### src/cae_pkg.sv
`default_nettype none
// ----------------------------------------------------------------------------
// cae_pkg
// Shared types, widths and character codes of the cursor address expander.
// ----------------------------------------------------------------------------
package cae_pkg;

    // width of the line and column values, two's complement, wrapping
    localparam int VALUE_W = 16;
    // the subtract unit must hold 99999 and any value magnitude
    localparam int ACC_W = (VALUE_W > 17) ? VALUE_W : 17;
    localparam int THR_W = 9;

    localparam logic [ACC_W-1:0] DEC_MAX = ACC_W'(99999);

    // ceil(2^(VALUE_W+3) / 10): exact quotient by ten of any VALUE_W-bit magnitude
    localparam logic [VALUE_W:0] DIV10_MUL =
        (VALUE_W+1)'(((64'd1 << (VALUE_W + 3)) / 64'd10) + 64'd1);

    localparam logic [7:0] CH_PCT  = 8'h25;
    localparam logic [7:0] CH_ZERO = 8'h30;
    localparam logic [7:0] CH_TWO  = 8'h32;
    localparam logic [7:0] CH_THR  = 8'h33;
    localparam logic [7:0] CH_GT   = 8'h3e;
    localparam logic [7:0] CH_BB   = 8'h42;
    localparam logic [7:0] CH_DD   = 8'h44;
    localparam logic [7:0] CH_C    = 8'h63;
    localparam logic [7:0] CH_D    = 8'h64;
    localparam logic [7:0] CH_I    = 8'h69;
    localparam logic [7:0] CH_N    = 8'h6e;
    localparam logic [7:0] CH_R    = 8'h72;

    localparam logic [VALUE_W-1:0] XOR_MASK = VALUE_W'(8'o140);

    typedef enum logic [1:0] {
        PH_TEXT = 2'd0,
        PH_PCT  = 2'd1,
        PH_X    = 2'd2,
        PH_Y    = 2'd3
    } t_phase;

    typedef enum logic [5:0] {
        S_IDLE = 6'b000001,
        S_EXEC = 6'b000010,
        S_EMIT = 6'b000100,
        S_DEC  = 6'b001000,
        S_DIV  = 6'b010000,
        S_BFIN = 6'b100000
    } t_state;

    typedef struct packed {
        logic [7:0] out_byte;
        logic       byte_valid;
        logic       bad_template;
        logic       end_of_string;
    } t_result;

    // decimal weight of digit position 0 to 4
    function automatic logic [ACC_W-1:0] pow10(input logic [2:0] pos);
        logic [ACC_W-1:0] w;
        unique case (pos)
            3'd0:    w = ACC_W'(1);
            3'd1:    w = ACC_W'(10);
            3'd2:    w = ACC_W'(100);
            3'd3:    w = ACC_W'(1000);
            3'd4:    w = ACC_W'(10000);
            default: w = ACC_W'(1);
        endcase
        return w;
    endfunction

endpackage
`default_nettype wire

### src/cae_sub_unit.sv
`default_nettype none
// ----------------------------------------------------------------------------
// cae_sub_unit
// Compare and subtract unit: flags a >= b and gives a - b.
// ----------------------------------------------------------------------------
module cae_sub_unit (
    input  wire logic [cae_pkg::ACC_W-1:0] i_a,
    input  wire logic [cae_pkg::ACC_W-1:0] i_b,
    output logic                           o_ge,
    output logic [cae_pkg::ACC_W-1:0]      o_diff
);

    logic [cae_pkg::ACC_W:0] w_sum;

    assign w_sum  = {1'b0, i_a} - {1'b0, i_b};
    assign o_ge   = ~w_sum[cae_pkg::ACC_W];
    assign o_diff = w_sum[cae_pkg::ACC_W-1:0];

endmodule
`default_nettype wire

### src/cae_out_reg.sv
`default_nettype none
// ----------------------------------------------------------------------------
// cae_out_reg
// Output register of the result channel, loaded while empty or being taken.
// ----------------------------------------------------------------------------
module cae_out_reg (
    input  wire logic             i_clk,
    input  wire logic             i_rst_n,
    input  wire logic             i_push,
    input  wire cae_pkg::t_result i_data,
    output logic                  o_ready,
    output logic                  o_valid,
    output cae_pkg::t_result      o_data,
    input  wire logic             i_stall
);

    logic             r_valid;
    cae_pkg::t_result r_data;

    assign o_ready = ~r_valid | ~i_stall;

    always_ff @(posedge i_clk) begin
        if (!i_rst_n) begin
            r_valid <= 1'b0;
        end else if (o_ready) begin
            r_valid <= i_push;
        end
    end

    always_ff @(posedge i_clk) begin
        if (o_ready && i_push) begin
            r_data <= i_data;
        end
    end

    assign o_valid = r_valid;
    assign o_data  = r_data;

endmodule
`default_nettype wire

### src/cursor_address_string_expander_top.sv
`default_nettype none
// ----------------------------------------------------------------------------
// cursor_address_string_expander_top
// Expands a cursor-motion template into terminal characters, byte by byte.
// ----------------------------------------------------------------------------
// Input channel: one template byte per request, with start and end marks;
// the first byte of a template also carries the line and column values.
// Output channel: zero or more characters (or an empty marker result) per request,
// with the error flag and an end-of-string mark on the last result.
// The block takes one request at a time and holds o_in_stall high until
// all its results are handed to the output register.
// Plain bytes and single-character directives: decode (S_EXEC), then emit (S_EMIT).
// Decimal directives: the subtract unit steps through five digit positions,
// subtracting the power of ten once per unit of the digit (S_DEC).
// %B: the quotient by ten comes from a reciprocal multiply (S_DIV, then S_BFIN).
// Other directives: decode only; a final byte with no character adds an empty result.
// Reset (synchronous, active low) returns to normal text, line first,
// values zero, error clear, output register empty.
// A stall on the output holds the current result and pauses the sequencer.
// ----------------------------------------------------------------------------
module cursor_address_string_expander_top (
    input  wire logic       i_clk,
    input  wire logic       i_rst_n,
    input  wire logic       i_in_valid,
    output logic            o_in_stall,
    input  wire logic [7:0] i_template_byte,
    input  wire logic       i_starts_template,
    input  wire logic [9:0] i_line_in,
    input  wire logic [9:0] i_column_in,
    input  wire logic       i_ends_template,
    output logic            o_out_valid,
    input  wire logic       i_out_stall,
    output logic [7:0]      o_out_byte,
    output logic            o_byte_valid,
    output logic            o_bad_template,
    output logic            o_end_of_string
);

    localparam int W = cae_pkg::VALUE_W;
    localparam int A = cae_pkg::ACC_W;

    cae_pkg::t_state r_state, n_state;
    cae_pkg::t_phase r_phase, n_phase;
    logic [cae_pkg::THR_W-1:0] r_thr, n_thr;
    logic [W-1:0] r_line, n_line;
    logic [W-1:0] r_col, n_col;
    logic r_turn, n_turn;
    logic r_err, n_err;

    logic [7:0] r_byte, n_byte;
    logic r_end, n_end;
    logic [7:0] r_emit_b, n_emit_b;
    logic r_emit_bv, n_emit_bv;
    logic [A-1:0] r_acc, n_acc;
    logic [3:0] r_digit, n_digit;
    logic [2:0] r_pos, n_pos;
    logic [1:0] r_pad, n_pad;
    logic r_started, n_started;
    logic r_neg, n_neg;

    logic [A-1:0] w_sub_a, w_sub_b, w_sub_diff;
    logic w_sub_ge;
    logic w_push, w_out_ready;
    cae_pkg::t_result w_res, w_out;
    logic w_in_acc;

    logic [W-1:0] w_cur, w_mag;
    logic [A-1:0] w_cur_ext, w_sat;
    logic [cae_pkg::THR_W-1:0] w_bdelta;
    logic [W-1:0] w_thr_ext, w_bdelta_ext;
    logic [W-1:0] w_drem, w_dres;
    logic [2*W:0] w_prod;
    logic [W-1:0] w_q, w_q6, w_bres;

    assign w_in_acc  = i_in_valid & ~o_in_stall;
    assign o_in_stall = (r_state != cae_pkg::S_IDLE);

    assign w_cur     = r_turn ? r_line : r_col;
    assign w_mag     = w_cur[W-1] ? (~w_cur + 1'b1) : w_cur;
    assign w_cur_ext = A'(w_cur);
    assign w_sat     = (w_cur_ext > cae_pkg::DEC_MAX) ? cae_pkg::DEC_MAX : w_cur_ext;

    // byte minus '0', nine-bit two's complement
    assign w_bdelta     = cae_pkg::THR_W'(r_byte) - cae_pkg::THR_W'(cae_pkg::CH_ZERO);
    assign w_thr_ext    = {{(W-cae_pkg::THR_W){r_thr[cae_pkg::THR_W-1]}}, r_thr};
    assign w_bdelta_ext = {{(W-cae_pkg::THR_W){w_bdelta[cae_pkg::THR_W-1]}}, w_bdelta};

    // remainder mod 16 takes the sign of the value
    assign w_drem = w_cur[W-1] ? (~W'(w_mag[3:0]) + 1'b1) : W'(w_mag[3:0]);
    assign w_dres = w_cur - {w_drem[W-2:0], 1'b0};

    // 16*(v/10) + v%10 is v + 6*(v/10), quotient truncated toward zero
    assign w_prod = r_acc[W-1:0] * cae_pkg::DIV10_MUL;
    assign w_q    = r_acc[W-1:0];
    assign w_q6   = {w_q[W-3:0], 2'b00} + {w_q[W-2:0], 1'b0};
    assign w_bres = r_neg ? (w_cur - w_q6) : (w_cur + w_q6);

    cae_sub_unit u_sub (
        .i_a    (w_sub_a),
        .i_b    (w_sub_b),
        .o_ge   (w_sub_ge),
        .o_diff (w_sub_diff)
    );

    always_comb begin
        cae_pkg::t_phase ph_v;
        logic err_v;
        logic newerr_v;
        logic emit_v;
        logic dec_v;
        logic div_v;
        logic [7:0] emit_b_v;
        logic show_v;

        n_state   = r_state;
        n_phase   = r_phase;
        n_thr     = r_thr;
        n_line    = r_line;
        n_col     = r_col;
        n_turn    = r_turn;
        n_err     = r_err;
        n_byte    = r_byte;
        n_end     = r_end;
        n_emit_b  = r_emit_b;
        n_emit_bv = r_emit_bv;
        n_acc     = r_acc;
        n_digit   = r_digit;
        n_pos     = r_pos;
        n_pad     = r_pad;
        n_started = r_started;
        n_neg     = r_neg;
        w_sub_a   = '0;
        w_sub_b   = '0;
        w_push    = 1'b0;
        w_res     = '0;
        ph_v      = r_phase;
        err_v     = r_err;
        newerr_v  = 1'b0;
        emit_v    = 1'b0;
        dec_v     = 1'b0;
        div_v     = 1'b0;
        emit_b_v  = 8'h00;
        show_v    = 1'b0;

        unique case (r_state)
            cae_pkg::S_IDLE: begin
                if (w_in_acc) begin
                    n_byte = i_template_byte;
                    n_end  = i_ends_template;
                    if (i_starts_template) begin
                        n_line  = W'(i_line_in);
                        n_col   = W'(i_column_in);
                        n_turn  = 1'b1;
                        n_err   = 1'b0;
                        n_phase = cae_pkg::PH_TEXT;
                    end
                    n_state = cae_pkg::S_EXEC;
                end
            end
            cae_pkg::S_EXEC: begin
                if (!r_err) begin
                    unique case (r_phase)
                        cae_pkg::PH_TEXT: begin
                            if (r_byte == cae_pkg::CH_PCT) begin
                                ph_v = cae_pkg::PH_PCT;
                            end else begin
                                emit_v   = 1'b1;
                                emit_b_v = r_byte;
                            end
                        end
                        cae_pkg::PH_PCT: begin
                            ph_v = cae_pkg::PH_TEXT;
                            unique case (r_byte)
                                cae_pkg::CH_C: begin
                                    emit_v   = 1'b1;
                                    emit_b_v = w_cur[7:0];
                                    n_turn   = ~r_turn;
                                end
                                cae_pkg::CH_D, cae_pkg::CH_TWO, cae_pkg::CH_THR: begin
                                    n_turn = ~r_turn;
                                    if (!w_cur[W-1]) begin
                                        dec_v     = 1'b1;
                                        n_acc     = w_sat;
                                        n_pos     = 3'd4;
                                        n_digit   = 4'd0;
                                        n_started = 1'b0;
                                        n_pad     = (r_byte == cae_pkg::CH_D)   ? 2'd0 :
                                                    (r_byte == cae_pkg::CH_TWO) ? 2'd2 : 2'd3;
                                    end
                                end
                                cae_pkg::CH_PCT: begin
                                    emit_v   = 1'b1;
                                    emit_b_v = cae_pkg::CH_PCT;
                                end
                                cae_pkg::CH_R: begin
                                    n_turn = ~r_turn;
                                end
                                cae_pkg::CH_I: begin
                                    n_line = r_line + 1'b1;
                                    n_col  = r_col + 1'b1;
                                end
                                cae_pkg::CH_GT: begin
                                    ph_v = cae_pkg::PH_X;
                                end
                                cae_pkg::CH_N: begin
                                    n_line = r_line ^ cae_pkg::XOR_MASK;
                                    n_col  = r_col ^ cae_pkg::XOR_MASK;
                                end
                                cae_pkg::CH_BB: begin
                                    div_v = 1'b1;
                                    n_neg = w_cur[W-1];
                                    n_acc = A'(w_mag);
                                end
                                cae_pkg::CH_DD: begin
                                    if (r_turn) begin
                                        n_line = w_dres;
                                    end else begin
                                        n_col = w_dres;
                                    end
                                end
                                default: begin
                                    err_v    = 1'b1;
                                    newerr_v = 1'b1;
                                end
                            endcase
                        end
                        cae_pkg::PH_X: begin
                            n_thr = w_bdelta;
                            ph_v  = cae_pkg::PH_Y;
                        end
                        cae_pkg::PH_Y: begin
                            ph_v = cae_pkg::PH_TEXT;
                            if ($signed(w_cur) > $signed(w_thr_ext)) begin
                                if (r_turn) begin
                                    n_line = w_cur + w_bdelta_ext;
                                end else begin
                                    n_col = w_cur + w_bdelta_ext;
                                end
                            end
                        end
                        default: begin
                            ph_v = cae_pkg::PH_TEXT;
                        end
                    endcase
                    // template ended inside a directive
                    if (r_end && ph_v != cae_pkg::PH_TEXT && !err_v) begin
                        err_v    = 1'b1;
                        newerr_v = 1'b1;
                    end
                    if (err_v) begin
                        ph_v = cae_pkg::PH_TEXT;
                    end
                end
                if (r_end) begin
                    ph_v = cae_pkg::PH_TEXT;
                end
                n_phase = ph_v;
                n_err   = err_v;

                priority if (emit_v) begin
                    n_emit_b  = emit_b_v;
                    n_emit_bv = 1'b1;
                    n_state   = cae_pkg::S_EMIT;
                end else if (dec_v) begin
                    n_state = cae_pkg::S_DEC;
                end else if (div_v) begin
                    n_state = cae_pkg::S_DIV;
                end else if (r_end || newerr_v) begin
                    n_emit_b  = 8'h00;
                    n_emit_bv = 1'b0;
                    n_state   = cae_pkg::S_EMIT;
                end else begin
                    n_state = cae_pkg::S_IDLE;
                end
            end
            cae_pkg::S_EMIT: begin
                w_push = 1'b1;
                w_res  = '{out_byte: r_emit_b, byte_valid: r_emit_bv,
                           bad_template: r_err, end_of_string: r_end};
                if (w_out_ready) begin
                    n_state = cae_pkg::S_IDLE;
                end
            end
            cae_pkg::S_DEC: begin
                w_sub_a = r_acc;
                w_sub_b = cae_pkg::pow10(r_pos);
                if (w_sub_ge) begin
                    n_acc   = w_sub_diff;
                    n_digit = r_digit + 4'd1;
                end else begin
                    // leading zeros drop unless padding asks for them
                    show_v = r_started || (r_digit != 4'd0) ||
                             (r_pos < {1'b0, r_pad}) || (r_pos == 3'd0);
                    if (show_v) begin
                        w_push = 1'b1;
                        w_res  = '{out_byte: cae_pkg::CH_ZERO + {4'b0000, r_digit},
                                   byte_valid: 1'b1, bad_template: r_err,
                                   end_of_string: r_end && (r_pos == 3'd0)};
                    end
                    if (!show_v || w_out_ready) begin
                        n_started = r_started | show_v;
                        n_digit   = 4'd0;
                        if (r_pos == 3'd0) begin
                            n_state = cae_pkg::S_IDLE;
                        end else begin
                            n_pos = r_pos - 3'd1;
                        end
                    end
                end
            end
            cae_pkg::S_DIV: begin
                // magnitude over ten through the reciprocal
                n_acc   = A'(w_prod[2*W:W+3]);
                n_state = cae_pkg::S_BFIN;
            end
            cae_pkg::S_BFIN: begin
                if (r_turn) begin
                    n_line = w_bres;
                end else begin
                    n_col = w_bres;
                end
                if (r_end) begin
                    n_emit_b  = 8'h00;
                    n_emit_bv = 1'b0;
                    n_state   = cae_pkg::S_EMIT;
                end else begin
                    n_state = cae_pkg::S_IDLE;
                end
            end
            default: begin
                n_state = cae_pkg::S_IDLE;
            end
        endcase
    end

    always_ff @(posedge i_clk) begin
        if (!i_rst_n) begin
            r_state <= cae_pkg::S_IDLE;
            r_phase <= cae_pkg::PH_TEXT;
            r_thr   <= '0;
            r_line  <= '0;
            r_col   <= '0;
            r_turn  <= 1'b1;
            r_err   <= 1'b0;
        end else begin
            r_state <= n_state;
            r_phase <= n_phase;
            r_thr   <= n_thr;
            r_line  <= n_line;
            r_col   <= n_col;
            r_turn  <= n_turn;
            r_err   <= n_err;
        end
    end

    always_ff @(posedge i_clk) begin
        r_byte    <= n_byte;
        r_end     <= n_end;
        r_emit_b  <= n_emit_b;
        r_emit_bv <= n_emit_bv;
        r_acc     <= n_acc;
        r_digit   <= n_digit;
        r_pos     <= n_pos;
        r_pad     <= n_pad;
        r_started <= n_started;
        r_neg     <= n_neg;
    end

    cae_out_reg u_out (
        .i_clk   (i_clk),
        .i_rst_n (i_rst_n),
        .i_push  (w_push),
        .i_data  (w_res),
        .o_ready (w_out_ready),
        .o_valid (o_out_valid),
        .o_data  (w_out),
        .i_stall (i_out_stall)
    );

    assign o_out_byte      = w_out.out_byte;
    assign o_byte_valid    = w_out.byte_valid;
    assign o_bad_template  = w_out.bad_template;
    assign o_end_of_string = w_out.end_of_string;

`ifndef ASSERT_OFF
    a_accept_exec: assert property (@(posedge i_clk) disable iff (!i_rst_n)
        w_in_acc |=> (r_state == cae_pkg::S_EXEC))
        else $error("accepted request not decoded next cycle");

    a_digit_range: assert property (@(posedge i_clk) disable iff (!i_rst_n)
        (r_state == cae_pkg::S_DEC) |-> (r_digit <= 4'd9))
        else $error("decimal digit above nine");

    a_error_empty: assert property (@(posedge i_clk) disable iff (!i_rst_n)
        (o_out_valid && o_bad_template) |-> (!o_byte_valid && o_out_byte == 8'h00))
        else $error("character sent with error flag set");
`endif

endmodule
`default_nettype wire
### config.mk
export PLATFORM = sky130hd
export DESIGN_NAME = cursor_address_string_expander_top
export DESIGN_NICKNAME = d
export VERILOG_FILES = /design/src/cae_pkg.sv /design/src/cae_sub_unit.sv /design/src/cae_out_reg.sv /design/src/cursor_address_string_expander_top.sv
export SDC_FILE = /design/constraint.sdc
export NUM_CORES = 1
export LEC_CHECK = 0
export BUFFER_PORTS_ARGS = -buffer_cell sky130_fd_sc_hd__buf_2
export CAP_MARGIN = 20
export CORE_MARGIN = 2
export CORE_UTILIZATION = 50
export CTS_BUF_LIST = sky130_fd_sc_hd__clkbuf_4
export DETAILED_ROUTE_END_ITERATION = 8
export GPL_TIMING_DRIVEN = 0
export PLACE_DENSITY = 0.65
export SLEW_MARGIN = 20
export SYNTH_ARGS = -nofsm -noshare
export SYNTH_HDL_FRONTEND = slang
export SYNTH_HIERARCHICAL = 1
export SYNTH_SLANG_ARGS = --single-unit
export TNS_END_PERCENT = 10
### constraint.sdc
create_clock -name i_clk -period 17.4 [get_ports i_clk]
set_clock_uncertainty 0.1 [all_clocks]
set_input_delay 3.48 -clock i_clk [delete_from_list [all_inputs] [get_ports i_clk]]
set_output_delay 3.48 -clock i_clk [all_outputs]
set_load 0.02 [all_outputs]
# Word-level counts from Yosys, hierarchy flattened
# Index checks and enable logic that the tools add are counted.
# totals
romBits	0
word_cells	288
register_bits	109
inputBits	34
latch_bits	0
mem_bits_rw	0
mem_count	0
# classes
n_bitwise	13
n_reduce_logical	41
n_lt_le_gt_ge	3
add_sub_neg	14
muxes	135
n_eq_ne	57
div	0
mul	1
shift	0
# ops
operator	n
2-to-1 mux 16 bit	17
one-hot mux 16 bit (3 select lines)	4
2-to-1 mux 17 bit	6
one-hot mux 16 bit (2 select lines)	2
equality test 8 x 7 -> 1 bit, second input constant	7
2-to-1 mux 8 bit	7
one-hot mux 14 bit (4 select lines)	1
one-hot mux 17 bit (3 select lines)	1
adder 16 x 1 -> 16 bit, second input constant	3
adder 16 bit	3
one-hot mux 8 bit (2 select lines)	3
2-to-1 mux 1 bit	45
one-hot mux 6 bit (6 select lines)	1
one-hot mux 17 bit (2 select lines)	1
equality test 8 x 6 -> 1 bit, second input constant	4
multiplier 16 x 16 -> 32 bit, second input constant	1
subtractor 16 bit	2
2-to-1 mux 6 bit	5
!= test 3 bit, second input constant	10
2-to-1 mux 3 bit	9
2-to-1 mux 4 bit	6
!= test 2 bit, second input constant	12
one-hot mux 11 bit (2 select lines)	1
AND reduction 11 bit	2
other kinds (62)	111

# Depth between registers and ports, before layout
# logic_depth
word_depth	17
depth_mapped	22
depth_no_buf	21

# Modules after synthesis
# Netlist, hierarchy kept.
# by_module_without_submodules
module	cells_per_inst	area_per_inst_um2	instances
cursor_address_string_expander_top	1723	14704.1	1
cae_sub_unit	116	850.8	1
cae_out_reg	16	371.6	1

# Least setup slack after synthesis
# OpenSTA, ideal clock, no wires.
# synth_path
path_kind	register to register
startpoint	register r_acc[8]
endpoint	register r_acc[11] (data pin)
path_stages_with_launch	22
arrival_time_ns	5.767
required_ns	17.025
setup_slack_ns	11.258
path_buffers	0
setup_ns	0.275
period_less_slack_ns	6.142
path_cell_list	edfxtp_1 -> ha_1 -> inv_1 -> fa_1 -> inv_1 -> fa_1 -> inv_1 -> fa_1 -> inv_1 -> fa_1 -> inv_1 -> fa_1 -> inv_1 -> ha_1 -> a21o_1 -> a21oi_1 -> o21a_1 -> o21ai_0 -> a2111oi_0 -> o41ai_2 -> xnor2_1 -> o221ai_1
# synth_via
elab_chain_len	4
word_cells_on_any_way	5
classes_between	add/sub: 1; mul: 1; mux: 3
# synth_lines
element	line_no	rtl
start, declared	cursor_address_string_expander_top.sv:54	logic [A-1:0] r_acc, n_acc;
start signal, assigned	cursor_address_string_expander_top.sv:361	r_acc <= n_acc;
branches (longest 3 deep; another with multiplier 16 x 16 -> 32 bit)	n/a	
one-hot mux 17 bit (3 select lines) (*)	cursor_address_string_expander_top.sv:145	unique case (r_state)
via n_acc[11]	cursor_address_string_expander_top.sv:54	
# Mark *: on every way through the listed nets, which the timed path passes. The select of a mux whose other input is x is not followed.
# A chain may end at the register's enable or synchronous reset.

# Worst setup path in the final report
# layout_path
startpoint	register r_acc[2]
endpoint	register r_acc[11] (data pin)
# Same word-level chain as after synthesis.

==> qor.yml <==
period_needed_ns: 7.29
first_pass_iters: 5
area_delta_synth_final_pct: 5.93
clock_sinks: 109
synth_area_leaders: "ha_1 (18%), fa_1 (12%), edfxtp_1 (11%)"
via_count: 14400
grt_pass1_wl_mm: 78.6
p_total_uw: 929
finalSetupTns_ns: 0
cap_violations: 0
synth-seq-cells: 109
fmaxAchievable_ghz: 0.137
avgSynthCellArea_um2: 8.59
yosysTopAreaCell: "ha_1"
synth-seq-area-share_pct: 17.3
clk_latency_ns: 0.54
fin_util_pct: 53.6
maxSlewHeadroom_pct: 28.8
cts_root_buf: "clkbuf_4"
cts_resized: 0
p_per_area_mw_per_mm2: 55.0
cp-end-kind: "register"
hpwl_mm: 41.2
start_util_pct: 50.6
cts_tree: "done"
peakVddDrop_v: 0.0000481
core_area_mm2: 0.0315
grt_max_degree: 22
clockBufferDepth: 2
viasPerCell: 6.20
drive_above_1_share_pct: 7.02
io_pins: 47
worstPathArrival_ns: 7.47
hold_buffers: 0
hold_class: "reg -> reg"
synth_cells: 1855
die-area_mm2: 0.0333
nets: 2269
status: "completed"
rsz0062_at_grt: "false"
die_h_um: 182
max_slew.worst_pin.slew_ns: 1.04
clk_pin_slew_ns: 0.23
syn_area_mm2: 0.0159
synth-async-reset-ratio_pct: 0
drc_errors: 0
final_max_slew_viol_count: 0
critPathKind: "reg -> reg"
cp-start-kind: "register"
cts_buffers: 9
num-fill-cells: 3010
antenna_left: 0
leakage_uw: 0.00760
final.period_utilization_pct: 41.9
ys_types: 96
portBuffers: 46
route.detailed.wl_per_inst_um: 21.9
htree_levels: 3
rows: 65
gp_congestion: 0.984
setup_viol: 0
synth-warning-count: 6
yosysTopAreaCellShare_pct: 17.5
post-cts-setup-buffer-count: 0
overflow: 0
critPathMaxFanout: 9
routed_wl_mm: 51.0
synth_edf_count: 57
drt-initial-drc-count: 1235
ys.flop_type: "edfxtp_1"
track_usage_pct: 30.7
die_x_um: 182
worstPathRequired_ns: 17.57
grt_pass1_vias: 13900
holdWs_ns: 0.389
hold_violations: 0
antenna_found_initial: 2
## final timing paths
path	slack, ns	cells after the start	end	startpoint
worst max-delay path	10.11	19	r_acc[11]	r_acc[2]
worst min-delay path	0.39	2	r_thr[7]	r_thr[7]
worst max register to register	10.11	19	r_acc[11]	r_acc[2]
worst min register to register	0.39	2	r_thr[7]	r_thr[7]
## per-layer routing
metal | track usage [%] | wire, um
met1 | 39.2 | 21200
met2 | 51.9 | 24000
met5 | 0 | 13
met4 | 14.5 | 2610
met3 | 3.73 | 3180
## layout make-up
type                            count  area (um^2)  share of cell area [%]
Antenna cell                        1         2.50                  0.0148
Buffer                             62          270                    1.60
Clock buffer                        9         67.6                   0.400
Clock inverter                      7          103                   0.608
Inverter                          254          953                    5.65
Multi-Input combinational cell   1434        12000                    71.0
Sequential cell                   109         2750                    16.3
Tap cell                          402          503                    2.98
Timing Repair Buffer               47          238                    1.41
## stage by stage
stage          std cells  setup slack, ns  area [um^2]
6_report            2325            10.11        16900
5_1_grt             2325             9.78        16900
4_1_cts             2324            10.15        16900
3_5_place_dp        2308            10.21        16700
3_3_place_gp        2307            10.25        16700
2_1_floorplan       1859            11.26        15900
## Yosys cell counts (all sizes together), types with 7 or more instances
cell	n
mux2i	19
a311oi	11
fa	95
nor4	13
nand3	41
o211ai	13
xnor2	79
mux2	8
o2111ai	7
nand2b	17
nand3b	7
o21ai	90
inv	252
o211a	7
or2	8
edfxtp	57
a21o	33
xor2	37
dfxtp	52
ha	223
buf	18
o21bai	10
nor2b	14
o21a	24
a22oi	17
nor2	129
a31oi	26
a21oi	123
nor3	35
nand4	23
a211oi	41
a211o	8
a221oi	16
nand2	88
clkbuf	44
o221ai	14
or3	15
and3	15
o31ai	10
and2	28
## cells in the final DEF, fill, tap and decap left out, drive strengths merged, types with 16 or more instances in the layout
cell    synthesis  final
inv           252    254
ha            223    223
nor2          129    129
a21oi         123    123
fa             95     95
o21ai          90     90
nand2          88     88
xnor2          79     79
buf            18     65
edfxtp         57     57
clkbuf         44     53
dfxtp          52     52
nand3          41     41
a211oi         41     41
xor2           37     37
nor3           35     35
a21o           33     33
and2           28     28
a31oi          26     26
o21a           24     24
nand4          23     23
mux2i          19     19
nand2b         17     17
a22oi          17     17
a221oi         16     16
## sequential cells by signal, indices dropped and copies added (netlist names), 3 cells and up
name / flops
u_out/o_data: 11
r_thr: 9
r_digit: 4
r_acc: 17
r_emit_b: 8
r_byte: 8
r_pos: 3
r_line: 16
r_col: 16
r_state: 6
## critical path: stages, from the launching register on
cell       delay, ns
edfxtp_1        0.64
ha_1            0.42
buf_4           0.19
xnor2_1         0.36
xnor2_1         0.29
fa_1            0.49
fa_1            0.52
fa_1            0.55
inv_1           0.05
fa_1            0.53
inv_1           0.04
ha_1            0.35
a211oi_1        0.28
o21ai_0         0.12
a21oi_1         0.16
o21ai_1         0.22
a2111oi_0       0.97
o41ai_2         0.26
xnor2_1         0.32
o221ai_1        0.15
## report_power, final
part	switching (uW)	internal (uW)
Sequential	23.4	291
Combinational	286	171
Clock	109	48.8
## cells by family (layout without fill, tap and decap cells)
logic type      count (synthesis)  in the layout  synth area share [%]
compound gates                505            505                  22.1
simple gates                  462            462                  15.1
fa+ha+maj                     318            318                  29.5
buf+inv                       316            379                  7.68
xor+xnor                      117            117                  6.57
flops                         109            109                  17.3
mux                            27             27                  1.81
other cells                     1              6                0.0235
Note: power is estimated with default switching activity, not from simulation.
